$ cat config.mk
export PLATFORM = sky130hd
export DESIGN_NAME = indexed_list_store
export DESIGN_NICKNAME = d
export VERILOG_FILES = /design/src/hdl/ils_pkg.sv /design/src/hdl/ils_ctrl.sv /design/src/hdl/ils_datapath.sv /design/src/hdl/indexed_list_store.sv
export SDC_FILE = /design/constraint.sdc
export NUM_CORES = 1
export LEC_CHECK = 0
export ABC_AREA = 1
export ABC_CLOCK_PERIOD_IN_PS = 13900
export BUFFER_PORTS_ARGS = -buffer_cell sky130_fd_sc_hd__buf_2
export CORE_MARGIN = 1.5
export CORE_UTILIZATION = 40
export DETAILED_ROUTE_END_ITERATION = 10
export MAX_ROUTING_LAYER = met4
export PLACE_DENSITY = 0.61
export REMOVE_ABC_BUFFERS = 1
export SYNTH_ARGS = -nofsm -noshare
export SYNTH_HDL_FRONTEND = slang
export SYNTH_SLANG_ARGS = --single-unit
$ cat constraint.sdc
create_clock -name clock -period 13.9 [get_ports clock]
set_input_delay 2.78 -clock clock [delete_from_list [all_inputs] [get_ports clock]]
set_output_delay 2.78 -clock clock [all_outputs]
set_load 0.01 [all_outputs]
$ cat src/hdl/ils_pkg.sv
// Shared constants and types of the indexed list store.
`default_nettype none
package ils_pkg;

   localparam int CAPACITY_DEF = 16;

   localparam int KIND_W  = 3;
   localparam int POS_W   = 5;
   localparam int VALUE_W = 32;
   localparam int LEN_W   = 5;

   localparam logic [KIND_W-1:0] KIND_READ       = 3'd0;
   localparam logic [KIND_W-1:0] KIND_INS_HEAD   = 3'd1;
   localparam logic [KIND_W-1:0] KIND_INS_TAIL   = 3'd2;
   localparam logic [KIND_W-1:0] KIND_INS_AT     = 3'd3;
   localparam logic [KIND_W-1:0] KIND_DELETE     = 3'd4;

   localparam logic [VALUE_W-1:0] READ_MISS = {VALUE_W{1'b1}};

   typedef struct packed {
      logic load_item;   // capture the accepted word
      logic execute;     // apply the operation and load the result register
   } ils_cmd_type;

endpackage
`default_nettype wire

$ cat src/hdl/ils_ctrl.sv
// Controller of the indexed list store: sequences accept, execute and result hand-off.
`default_nettype none
module ils_ctrl (
   input  wire logic               clock,
   input  wire logic               reset,
   input  wire logic               req_tvalid,
   output logic                    req_tready,
   output logic                    rsp_tvalid,
   input  wire logic               rsp_tready,
   output ils_pkg::ils_cmd_type    cmd
);
   import ils_pkg::*;

   localparam logic ST_IDLE = 1'b0;
   localparam logic ST_EXEC = 1'b1;

   logic state_ff, state_in;
   logic rsp_valid_ff, rsp_valid_in;
   logic fire;

   assign req_tready = (state_ff == ST_IDLE);
   assign rsp_tvalid = rsp_valid_ff;
   // result register free now or emptied at this edge
   assign fire = (state_ff == ST_EXEC) && (!rsp_valid_ff || rsp_tready);

   always_comb begin
      cmd.load_item = 1'b0;
      cmd.execute   = 1'b0;
      state_in      = state_ff;
      unique case (state_ff)
         ST_IDLE: begin
            if (req_tvalid) begin
               cmd.load_item = 1'b1;
               state_in      = ST_EXEC;
            end
         end
         ST_EXEC: begin
            if (fire) begin
               cmd.execute = 1'b1;
               state_in    = ST_IDLE;
            end
         end
         default: state_in = ST_IDLE;
      endcase
   end

   always_comb begin
      rsp_valid_in = rsp_valid_ff;
      if (rsp_valid_ff && rsp_tready) rsp_valid_in = 1'b0;
      if (fire) rsp_valid_in = 1'b1;
   end

   always_ff @(posedge clock) begin
      if (reset) begin
         state_ff     <= ST_IDLE;
         rsp_valid_ff <= 1'b0;
      end else begin
         state_ff     <= state_in;
         rsp_valid_ff <= rsp_valid_in;
      end
   end

endmodule
`default_nettype wire

$ cat src/hdl/ils_datapath.sv
// Datapath of the indexed list store: slot row with shift enables, count and result register.
`default_nettype none
module ils_datapath #(
   parameter int CAPACITY = ils_pkg::CAPACITY_DEF
) (
   input  wire logic                         clock,
   input  wire logic                         reset,
   input  wire ils_pkg::ils_cmd_type         cmd,
   input  wire logic [ils_pkg::KIND_W-1:0]   req_kind,
   input  wire logic [ils_pkg::POS_W-1:0]    req_position,
   input  wire logic [ils_pkg::VALUE_W-1:0]  req_value,
   output logic [ils_pkg::VALUE_W-1:0]       rsp_read_value,
   output logic                              rsp_ok,
   output logic [ils_pkg::LEN_W-1:0]         rsp_length
);
   import ils_pkg::*;

   localparam int CW     = $clog2(CAPACITY + 1);
   localparam int CMPW   = (CW > POS_W) ? CW : POS_W;
   localparam int RDEPTH = (CAPACITY < (1 << POS_W)) ? CAPACITY : (1 << POS_W);
   localparam int RIW    = $clog2(RDEPTH);

   logic [KIND_W-1:0]  kind_ff;
   logic [POS_W-1:0]   pos_ff;
   logic [VALUE_W-1:0] value_ff;

   logic [VALUE_W-1:0] slots_ff [CAPACITY];
   logic [VALUE_W-1:0] slots_in [CAPACITY];
   logic [VALUE_W-1:0] rd_row   [RDEPTH];
   logic [CW-1:0]      count_ff, count_in;

   logic [VALUE_W-1:0] rd_value_ff, rd_value_in;
   logic               ok_ff, ok_in;
   logic [LEN_W-1:0]   len_ff;

   logic [CMPW-1:0] count_w, pos_w, ins_pos, count_next_w;
   logic is_insert, full, ins_ok, del_ok, rd_ok;

   // slots a position can ever reach
   for (genvar g = 0; g < RDEPTH; g++) begin : g_rd
      assign rd_row[g] = slots_ff[g];
   end

   assign count_w   = CMPW'(count_ff);
   assign pos_w     = CMPW'(pos_ff);
   assign full      = (count_w == CMPW'(CAPACITY));
   assign is_insert = (kind_ff == KIND_INS_HEAD) || (kind_ff == KIND_INS_TAIL)
                      || (kind_ff == KIND_INS_AT);
   assign ins_ok    = is_insert && !full && (ins_pos <= count_w);
   assign del_ok    = (kind_ff == KIND_DELETE) && (pos_w < count_w);
   assign rd_ok     = (kind_ff == KIND_READ) && (pos_w < count_w);

   always_comb begin
      case (kind_ff)
         KIND_INS_HEAD: ins_pos = '0;
         KIND_INS_TAIL: ins_pos = count_w;
         default:       ins_pos = pos_w;
      endcase
   end

   always_comb begin
      count_next_w = count_w;
      if (ins_ok) count_next_w = count_w + CMPW'(1);
      else if (del_ok) count_next_w = count_w - CMPW'(1);
   end
   assign count_in = count_next_w[CW-1:0];

   // per-slot shift enables: insert moves the tail up, delete pulls it down
   always_comb begin
      for (int i = 0; i < CAPACITY; i++) begin
         slots_in[i] = slots_ff[i];
         if (ins_ok) begin
            if (CMPW'(i) == ins_pos) slots_in[i] = value_ff;
            else if (i > 0 && CMPW'(i) > ins_pos) slots_in[i] = slots_ff[(i > 0) ? i - 1 : 0];
         end else if (del_ok) begin
            if (i < CAPACITY - 1 && CMPW'(i) >= pos_w)
               slots_in[i] = slots_ff[(i < CAPACITY - 1) ? i + 1 : i];
         end
      end
   end

   always_comb begin
      rd_value_in = '0;
      ok_in       = ins_ok || del_ok || rd_ok;
      if (kind_ff == KIND_READ)
         rd_value_in = rd_ok ? rd_row[pos_ff[RIW-1:0]] : READ_MISS;
   end

   always_ff @(posedge clock) begin
      if (cmd.load_item) begin
         kind_ff  <= req_kind;
         pos_ff   <= req_position;
         value_ff <= req_value;
      end
      if (cmd.execute) begin
         slots_ff    <= slots_in;
         rd_value_ff <= rd_value_in;
         ok_ff       <= ok_in;
         len_ff      <= count_next_w[LEN_W-1:0];
      end
   end

   always_ff @(posedge clock) begin
      if (reset) begin
         count_ff <= '0;
      end else if (cmd.execute) begin
         count_ff <= count_in;
      end
   end

   assign rsp_read_value = rd_value_ff;
   assign rsp_ok         = ok_ff;
   assign rsp_length     = len_ff;

endmodule
`default_nettype wire

$ cat src/hdl/indexed_list_store.sv
// Timing: an accepted word is captured, then executed from the execute state once the result
//   register is free or drains at that edge; the result register then holds it as valid.
// Flow: the controller takes a new word only after the last one has executed, via its accept
//   and execute states; a waiting result holds the word in execute and stalls the request side.
// Reset: synchronous, active high; clears the element count and the handshake state.
//   Slot contents are not cleared and need no clearing pass.
`default_nettype none
module indexed_list_store #(
   parameter int CAPACITY = ils_pkg::CAPACITY_DEF
) (
   input  wire logic        clock,
   input  wire logic        reset,
   // request channel
   input  wire logic        req_tvalid,
   output logic             req_tready,
   input  wire logic [39:0] req_tdata,   // [4:0] position, [36:5] value, [39:37] zero
   input  wire logic [7:0]  req_tuser,   // [2:0] kind, [7:3] zero
   // response channel
   output logic             rsp_tvalid,
   input  wire logic        rsp_tready,
   output logic [39:0]      rsp_tdata    // [31:0] read_value, [32] ok, [37:33] length, [39:38] zero
);
   import ils_pkg::*;

   ils_cmd_type         cmd;
   logic [VALUE_W-1:0]  rd_value;
   logic                ok;
   logic [LEN_W-1:0]    len;

   // control: accept one word, execute once the result register can take it
   ils_ctrl u_ctrl (
      .clock      (clock),
      .reset      (reset),
      .req_tvalid (req_tvalid),
      .req_tready (req_tready),
      .rsp_tvalid (rsp_tvalid),
      .rsp_tready (rsp_tready),
      .cmd        (cmd)
   );

   // datapath: hold the item, shift the slot row, register the result
   ils_datapath #(
      .CAPACITY (CAPACITY)
   ) u_dp (
      .clock          (clock),
      .reset          (reset),
      .cmd            (cmd),
      .req_kind       (req_tuser[KIND_W-1:0]),
      .req_position   (req_tdata[POS_W-1:0]),
      .req_value      (req_tdata[POS_W +: VALUE_W]),
      .rsp_read_value (rd_value),
      .rsp_ok         (ok),
      .rsp_length     (len)
   );

   // pack the result word, pad to whole bytes
   assign rsp_tdata = {2'b00, len, ok, rd_value};

endmodule
`default_nettype wire

# Word level (Yosys, flattened, before mapping)
# Index checks and enable logic that the tools add are counted.
# classes
add_sub_neg,2
multipliers,0
div,0
order_cmp,33
eq_ne,35
shifts,0
muxes,91
bitwise,2
reduce_logical,49
# ops
op,count
two-way mux 32 bit,79
binary-select mux 32 bit (select 4 bit),1
AND reduction 4 bit,15
"inequality test 3 bit, second input constant",14
"equality test 4 x 5 -> 1 bit, first input constant",8
"greater-than comparator 4 x 5 -> 1 bit, first input constant",8
nonzero test 2 bit,18
">= comparator 4 x 5 -> 1 bit, first input constant",7
"equality test 3 x 5 -> 1 bit, first input constant",4
">= comparator 3 x 5 -> 1 bit, first input constant",4
"greater-than comparator 3 x 5 -> 1 bit, first input constant",4
"equality test 2 x 5 -> 1 bit, first input constant",2
">= comparator 1 x 5 -> 1 bit, first input constant",2
">= comparator 2 x 5 -> 1 bit, first input constant",2
"greater-than comparator 2 x 5 -> 1 bit, first input constant",2
two-way mux 5 bit,2
one-hot mux 5 bit (2 select lines),1
two-way mux 1 bit,7
"equality test 3 x 2 -> 1 bit, second input constant",2
logical AND 1 bit,6
"adder 5 x 1 -> 5 bit, second input constant",1
"equality test 1 x 5 -> 1 bit, first input constant",1
"equality test 5 bit, second input constant",1
">= comparator 5 bit, second input constant",1
15 further kinds,20
# word_totals
regBits,597
latch_bits,0
ram_bits,0
romBits,0
inputBits,52
output_inout_bits,42
mem_count,0

# Logic depth before layout (Yosys ltp)
# depth
ltp_word,7
depth_mapped,21

# By module
# A second synthesis with hierarchy kept.
# unflattened
hier_cells,4979
area_unflattened_um2,36631.4
# modules_own_cells
mod,instances,cells_per_inst,area_each_um2,seq_area_each_um2
ils_datapath,1,4963,36513.8,17817.1
ils_ctrl,1,12,91.3,40.0
indexed_list_store,1,4,26.3,0.0

# Least setup slack after synthesis
# Ideal clock, no wire load.
# synth_path
path_kind,input to register
start,input port rsp_tready
end,register u_dp.slots_ff (netlist bit u_dp.rd_row[320]) (enable)
arrival_time_ns,6.213
path_slack_ns,7.226
path_stages,6
path_buffers,0
path_cell_list,inv_1 nand2_1 nand2_1 inv_1 nand2_1 nor3_1
# synth_lines
item,line,source
"start, declared",indexed_list_store.sv:20,"input wire logic rsp_tready,"
"end signal, assigned",ils_datapath.sv:96,slots_ff <= slots_in;
"end, declared",ils_datapath.sv:27,logic [VALUE_W-1:0] slots_ff [CAPACITY];

==> impl_metrics.py <==
metrics = {
    "clocking": {
        "cts_buffer_depth": 3,
        "cts_root_buf": "clkbuf_16",
        "cts.sinks": 597,
        "cts_buffers": 71,
        "clock_latency_ns": 0.65,
        "path_clk_slew_ns": 0.06,
        "post_cts_buffers": 0,
        "cts_tree": "built",
        "cts_resized": 0,
        "ctsHtreeMaxLevel": 3,
        "hold_buffers": 0,
    },
    "flow_run": {
        "max-cap-violations": 0,
    },
    "final_layout": {
        "final_cell_mix": "2060 x nand2_1, 671 x nand3_1, 590 x edfxtp_1",
        "nets": 4767,
        "synthToLayoutAreaGrowth_pct": 8.786,
        "ff_latch_area_sq_um": 17860,
        "num_antenna_cells": 0,
        "layout-drive-gt1-share_pct": 6.849,
        "final_cells": 5936,
        "n_fill_cell": 9112,
        "final_util_pct": 43.85,
        "final_common_cell": "nand2_1",
        "multiInputGateArea_sq_um": 15210,
    },
    "timing": {
        "fin_skew_ns": 0.03194,
        "fmax_ghz": 0.1766,
        "drv_slew": 0,
        "setup_violations": 0,
        "worst_slew_pin_slew_ns": 1.195,
        "hold_viol_final": 0,
        "slew_headroom_pct": 20.02,
        "rsz0062_at_grt": "false",
        "fin_tns_setup_ns": 0,
        "fin_crit_sh_pct": 40.75,
        "min_period_ns": 5.664,
    },
    "die": {
        "floorplan.initialDensity_pct": 40.31,
        "ios": 94,
        "dieArea_sq_um": 92390,
        "die_h_microns": 304.0,
        "fp-row-count": 110,
        "die_x_microns": 304.0,
        "core_area_sq_um": 89870,
    },
    "placement": {
        "portBuffers": 83,
        "place_congestion": 0.8714,
        "post-dp-hpwl_microns": 72660,
        "place_inst": 5807,
    },
    "synthesis": {
        "ys_seq_area_share_pct": 49.29,
        "synth_top_family_by_area": "simple AND/OR/NAND/NOR gates",
        "synthMuxAreaShare_pct": 0,
        "yosys.area.top_type": "edfxtp_1",
        "synth_ff_type": "edfxtp_1",
        "synthArstFlopShare_pct": 0,
        "yosysWarnings": 0,
        "synthTopCellsByArea": "edfxtp_1 49%, nand2_1 21%, nand3_1 9.3%",
        "synth_edf_count": 590,
        "synthXorXnorAreaFrac_pct": 0.1692,
        "synth.ff_latch_count": 597,
        "netlist_instances": 4831,
        "synth-simple-area-share_pct": 32.98,
        "synthAdderAreaFrac_pct": 0.3799,
        "syn_area_sq_um": 36230,
        "synth_compound_area_share_pct": 7.839,
        "syn-mean-instance-area_sq_um": 7.500,
        "synth.distinct_cells": 36,
        "netlist.area_leader.share_pct": 48.90,
    },
    "route": {
        "route.detailed.drc": 0,
        "route.final.wire_length_microns": 138500,
        "dr.first_iter.drc_count": 4958,
        "first_pass_iters": 6,
        "post_drt_wl_per_cell_microns": 23.33,
        "via_per_inst": 5.773,
        "ant_nets": 0,
        "vias": 34270,
    },
    "setup_path": {
        "crit_fanout": 178,
        "reg2reg_depth": 19,
        "r2r_slack_ns": 8.24,
        "reg2reg_from": "u_dp.kind_ff[1]",
        "arrival_ns": 6.15,
        "required_ns": 14.39,
        "setup.worst_path.start_class": "flop",
        "crit_type": "flop to flop",
        "end_kind": "flop",
        "r2r_end": "u_dp.rd_row[57]",
    },
    "outcome": {
        "status": "complete, no violations",
    },
    "power": {
        "power-per-cell-area_nw_per_um2": 117.4,
        "leakage_nw": 18.03,
        "vdd_ir_drop_max_mv": 0.08778,
    },
    "min_path": {
        "min-delay-start": "u_ctrl.rsp_tvalid",
        "hold_depth": 2,
        "min_path_type": "flop to flop",
        "whs_endpoint": "u_ctrl.rsp_tvalid",
    },
    "global_routing": {
        "grt_pass1_wl_microns": 203500,
        "grt_remaining_overflow": 0,
        "grt_usage_pct": 29.97,
        "grt_pass1_vias": 31380,
        "grt_max_degree": 179,
        "antenna_found_initial": 1,
    },
}
-- area by class of cell --
| class | instances | area share [%] |
|---|---|---|
| Tap cell | 1176 | 3.733 |
| Inverter | 460 | 4.419 |
| Clock buffer | 94 | 4.781 |
| Timing Repair Buffer | 156 | 2.508 |
| Sequential cell | 597 | 45.31 |
| Clock inverter | 35 | 0.6539 |
| Multi-Input combinational cell | 3418 | 38.60 |
-- sequential cells by signal (all words and copies together) (netlist names) --
name / cells
u_ctrl.rsp_tvalid: 1
u_dp.count_ff: 5
u_dp.rsp_length: 5
u_dp.rsp_read_value: 32
u_dp.rd_row: 512
u_dp.kind_ff: 3
u_dp.pos_ff: 5
u_ctrl.state_ff: 1
u_dp.value_ff: 32
u_dp.rsp_ok: 1
-- report_power, final --
group          switching (mW)  internal [mW]  leakage, nW
clock network           0.802          0.996         1.04
logic                   0.580          0.175         11.6
registers              0.0270           2.05         5.42
total                    1.41           3.22         18.0
-- critical path: stages, from the launching register on --
cell,delay [ns]
edfxtp_1,0.54
inv_2,0.12
nand3_4,0.13
nand3_1,0.13
nand2_2,0.12
inv_2,0.06
buf_4,0.61
ha_1,0.26
inv_1,0.04
nand2_1,0.05
nand3_1,0.06
nand2_1,0.10
nand2_4,0.33
inv_8,0.72
buf_12,0.68
buf_4,0.77
nand2_1,0.26
nand2_1,0.13
nand2_1,0.06
nand2_1,0.07
-- worst max-delay path by stage --
stage | from | end | slack, ns | cells past startpoint
floorplan | u_dp.pos_ff[0] | u_dp.rd_row[32] | -9.06 | 11
global route | u_dp.kind_ff[0] | u_dp.rd_row[57] | 7.98 | 19
CTS | u_dp.pos_ff[0] | u_dp.rd_row[57] | 8.31 | 18
finish | u_dp.kind_ff[1] | u_dp.rd_row[57] | 8.24 | 19
detailed placement | u_dp.pos_ff[0] | u_dp.rd_row[57] | 8.34 | 18
global placement | u_dp.pos_ff[0] | u_dp.rd_row[185] | 8.34 | 18
-- synth_stat cells (3+ instances only) --
| cell type | count |
|---|---|
| buf_1 | 37 |
| o221ai_1 | 38 |
| nand2_2 | 11 |
| buf_4 | 34 |
| nor2_4 | 5 |
| inv_2 | 13 |
| buf_2 | 145 |
| nand2_4 | 3 |
| nor3_1 | 19 |
| xor2_1 | 6 |
| edfxtp_1 | 590 |
| o21ai_0 | 233 |
| o21ai_1 | 24 |
| nand4_1 | 5 |
| nand3_4 | 3 |
| nor2_2 | 3 |
| a21oi_1 | 99 |
| o211ai_1 | 10 |
| ha_1 | 11 |
| a22oi_1 | 62 |
| clkbuf_1 | 140 |
| nor2_1 | 103 |
| a211oi_1 | 6 |
| nand3_1 | 672 |
| o22ai_1 | 20 |
| nand2_1 | 2075 |
| inv_1 | 447 |
| dfxtp_1 | 7 |
-- kinds of logic after synthesis --
group           Yosys count
other cells               1
buf+inv                 817
flops                   597
fa+ha+maj                11
compound gates          494
xor+xnor                  7
simple gates           2904
-- metrics by stage --
| step | power, mW | worst slack [ns] | instance area (sq um) | hold WS (ns) |
|---|---|---|---|---|
| after floorplan | 2.614 | -9.064 | 34580 | 0.4560 |
| after CTS | 4.626 | 8.312 | 39410 | 0.5049 |
| after global routing | 4.771 | 7.984 | 39410 | 0.5412 |
| after global placement | 2.832 | 8.340 | 37270 | 0.4915 |
| after detailed placement | 2.841 | 8.342 | 37270 | 0.4965 |
| final | 4.627 | 8.236 | 39410 | 0.5052 |
-- routing by layer --
layer | wire length (microns) | GRT usage (%) | vias to the layer above | share of wire, %
met3 | 15380 | 4.736 | 417 | 11
li1 | - | - | 15540 | -
met4 | 6434 | 13.16 | 0 | 4.6
met5 | 0 | - | - | 0
met2 | 61270 | 45.41 | 2230 | 44
met1 | 55410 | 39.72 | 16080 | 40
(Power assumes the default switching activity.)
